$ cat config.mk
export PLATFORM = sky130hd
export DESIGN_NAME = mbw_row_mem
export DESIGN_NICKNAME = d
export VERILOG_FILES = /design/src/hdl/mbw_row_mem.sv
export SDC_FILE = /design/constraint.sdc
export NUM_CORES = 2
export LEC_CHECK = 0
export BUFFER_PORTS_ARGS = -buffer_cell sky130_fd_sc_hd__clkbuf_2
export CAP_MARGIN = 10
export CELL_PAD_IN_SITES_DETAIL_PLACEMENT = 1
export CELL_PAD_IN_SITES_GLOBAL_PLACEMENT = 1
export CORE_UTILIZATION = 30
export CTS_BUF_LIST = sky130_fd_sc_hd__clkbuf_4 sky130_fd_sc_hd__clkbuf_8 sky130_fd_sc_hd__clkbuf_16
export CTS_CLUSTER_DIAMETER = 60
export DETAILED_ROUTE_END_ITERATION = 16
export GPL_TIMING_DRIVEN = 0
export PLACE_DENSITY = 0.5
export SYNTH_ARGS = -nofsm -noshare
export SYNTH_HDL_FRONTEND = slang
export SYNTH_SLANG_ARGS = --single-unit
$ cat constraint.sdc
create_clock -name clk -period 3.5 [get_ports clk]
set_clock_uncertainty 0.15 [all_clocks]
set_input_delay 0.35 -clock clk [delete_from_list [all_inputs] [get_ports clk]]
set_output_delay 0.35 -clock clk [all_outputs]
set_load 0.05 [all_outputs]
$ cat src/hdl/mbw_row_mem.sv
// Row memory of pass cells (visited, right-open, down-open) with per-row valid bits.
`default_nettype none
module mbw_row_mem #(
    parameter int ROWS  = 32,
    parameter int WIDTH = 96
) (
    input  wire logic                     clk,
    input  wire logic                     rst_n,
    input  wire logic                     clear,
    input  wire logic                     we,
    input  wire logic [$clog2(ROWS)-1:0]  waddr,
    input  wire logic [WIDTH-1:0]         wdata,
    input  wire logic [$clog2(ROWS)-1:0]  raddr,
    output logic      [WIDTH-1:0]         rdata
);
    logic [WIDTH-1:0] mem [ROWS];
    logic [WIDTH-1:0] rd_data_reg;
    logic             rd_valid_reg;
    logic [ROWS-1:0]  valid_reg;
    logic [ROWS-1:0]  valid_next;

    // Write and read the row storage
    always_ff @(posedge clk)
    begin
        if (we)
        begin
            mem[waddr] <= wdata;
        end
        rd_data_reg <= mem[raddr];
    end

    // Drop all rows on clear, mark written rows
    always_comb
    begin
        valid_next = clear ? '0 : valid_reg;
        if (we)
        begin
            valid_next[waddr] = 1'b1;
        end
    end

    always_ff @(posedge clk or negedge rst_n)
    begin
        if (!rst_n)
        begin
            valid_reg    <= '0;
            rd_valid_reg <= 1'b0;
        end
        else
        begin
            valid_reg    <= valid_next;
            rd_valid_reg <= valid_reg[raddr];
        end
    end

    // Unwritten rows read as all zero
    assign rdata = rd_valid_reg ? rd_data_reg : '0;

endmodule
`default_nettype wire

==> flow_summary.toml <==
[run_status]
status = "complete, but fails checks"
violations = "max-capacitance violations, max-slew violations"

[global_routing]
grt_overflow = 0
grt_use_total_pct = 18.0
grt_pass1_wl_mm = 500
antenna_found_initial = 32
grt_pass1_vias = 61120
use_met3_pct = 2.32
top_usage_layer = "met2"
met2_usage_pct = 30.3
use_met1_pct = 24.9
grt_start_max_net_pins = 34

[cts]
cts_made_buffers = 354
root_buffer = "clkbuf_16"
cts_tree = "done"
clock-sinks = 3201
clk_pin_slew_ns = 0.06
insertion_delay_ns = 0.93
cts_buffer_depth = 4
htreeDepth = 5
post_cts_buffers = 0

[layout]
final_common_cell = "edfxtp_1"
areaGrowthSynthToFinish_pct = 20.3
fin_nets = 6078
most-common-layout-cells = "3072 x edfxtp_1, 710 x mux4_2, 362 x clkbuf_16"
drive_gt1_share_pct = 31.2
largest_register_ffs = 3072

[detailed_routing]
vias = 58044
via_per_inst = 5.05
wl_mm = 365
drtPass1Iterations = 5
wire_per_inst_um = 31.8
ant_nets = 0
drc_errors = 0
drt_iter0_markers = 5720

[logic_synthesis]
synth_top_cell_by_area = "edfxtp_1"
yosysWarnings = 0
netlist_area_um2 = 119000
yosysUniqueCellTypes = 37
synthMuxAreaShare_pct = 14.5
synth-simple-area-share_pct = 1.42
synth-xor-area-share_pct = 0
yosysSeqAreaShare_pct = 79.8
synth_area_leaders = "edfxtp_1 78%, mux4_2 13%, o22ai_1 1.9%"
syn_area_per_cell_um2 = 23.2
ys_ff_latch = 3201
synth-compound-area-share_pct = 2.61
netlist_instances = 5129
synth_fp_nets = 5239
synth_top_family_by_area = "multiplexers"
synth_top_area_share_pct = 77.5
synth-adder-area-share_pct = 0

[placed_design]
hpwl_mm = 251
numPortBuffers = 199
gp_congestion = 0.719
place_ws_ns = -0.812

[critical_path]
crit_family = "buffers and inverters"
cpMostUsedCell = "buf_2"
cp_slowest_stage_delay_ns = 1.21
crit_required_ns = 4.04
path_class = "input pin to register"
path_cells = "clkbuf_2, dlygate4sd3_1, nand2b_1, buf_4, or2_1, buf_2, buf_6, buf_2, o22ai_1, nor4_1"
slowest_stage = "nor4_1"
crit_arrival_ns = 3.96
path_buf_inv = 6
crit_fanout = 10
crit_path_end_kind = "register"
startpoint_type = "input pin"

[power_and_ir_drop]
internal_power_w = 0.0660
p_leak_nw = 45.3
switching_share_pct = 22.0
vdd_drop_max_v = 0.000378
power.density_nw_per_um2 = 591
power_frac_clock_pct = 44.0
pwr-share-comb_pct = 5.5
p_sw_w = 0.0187
power_frac_seq_pct = 50.5

[sta]
worst_pin_slew_ns = 1.50
rsz0062_at_grt = "no"
fin_hold_ws_ns = 0.111
slew_headroom_pct = -1.24
maxSlewViolCount = 2
setup_viol = 0
hold_violations = 0
min_period_ns = 3.42
finalCritPeriodShare_pct = 97.7
setup_slack_ns = 0.0819
timing.fmax_mhz = 293

[min_path]
hp-class = "input pin to register"

[floorplanning]
boundaryPins = 206
die_y_um = 632
core_um2 = 394000
rows = 230
die_w_um = 632
dieArea_um2 = 399000
initial_core_util_pct = 30.2

[run]
drv_cap = 1
## repair_timing
item	CTS	global route
resized for setup	15	0
hold buffers	106	0
hold endpoints to repair	3140	0
setup endpoints to repair	62	0
## routing by layer
metal  part of all wire (%)  routed length [um]
met1                     44              160000
met2                     49              179000
met3                    4.8               17600
met4                    2.4                8840
met5                  0.013                  49
## final timing paths
kind,start,endpoint,slack (ns),cells after the start
worst max-delay path,raddr[4],rd_data_reg[24]$_DFF_P_,0.08,10
worst max register to register,mem[12][24]$_DFFE_PP_,rd_data_reg[24]$_DFF_P_,1.17,3
worst min register to register,valid_reg[13]$_DFF_PN0_,valid_reg[13]$_DFF_PN0_,0.38,2
worst min-delay path,raddr[3],rd_data_reg[74]$_DFF_P_,0.11,6
max in group asynchronous,rst_n,valid_reg[6]$_DFF_PN0_,2.64,4
min in group asynchronous,rst_n,valid_reg[27]$_DFF_PN0_,0.37,4
## area by class of cell
type	instances	area [um^2]
fill	37858	250000
sequential	3201	95000
multi-input combinational	1605	22400
clock buffer	478	10100
tap	5220	6530
timing repair buffer	483	5700
buffer	291	1790
clock inverter	173	1610
inverter	32	120
antenna	12	30.0
## power by group through the flow
stage / registers, W / logic [W] / clock network (W)
6_report: 0.0427 / 0.00464 / 0.0373
2_1_floorplan: 0.0435 / 0.00244 / 0
3_3_place_gp: 0.0436 / 0.00445 / 0
4_1_cts: 0.0427 / 0.00480 / 0.0382
5_1_grt: 0.0428 / 0.00494 / 0.0394
3_5_place_dp: 0.0435 / 0.00466 / 0
## Yosys cell counts (all sizes together)
library cell / n
dfrtp: 33
a21oi: 21
buf: 221
o221ai: 12
or2: 2
nand4: 9
o22ai: 360
a211oi: 12
dfxtp: 96
nor2b: 6
mux2i: 131
or3b: 4
nand3: 30
mux4: 710
and2: 98
nor4: 76
or3: 4
nor2: 38
edfxtp: 3072
inv: 32
nand2b: 3
clkbuf: 70
nand3b: 6
o211ai: 1
nand2: 15
a22oi: 66
and3: 1
## tightest hold or removal path, stage by stage
cell	delay [ns]
clkbuf_2	0.13
nand2b_1	0.12
buf_4	0.24
a21oi_1	0.07
nand3_1	0.08
nand4_1	0.09
## logic make-up after synthesis
logic type | count (synthesis)
DFF | 3201
and+or+nand+nor | 292
AOI/OAI and AO/OA | 472
muxes | 841
buffers and inverters | 323
## stage by stage
step / util [%] / setup TNS [ns] / area (um^2) / power, W / std cells
after global routing: 36.4 / 0 / 143000 / 0.0871 / 11485
after CTS: 36.4 / 0 / 143000 / 0.0857 / 11481
after floorplan: - / -2051.36 / 119000 / 0.0459 / 5129
final: 36.4 / 0 / 143000 / 0.0847 / 11495
after detailed placement: 33.1 / -59.98 / 130000 / 0.0482 / 10724
after global placement: 32.2 / - / 127000 / 0.0480 / 10548
No activity file was read; power rests on OpenSTA's default activity.
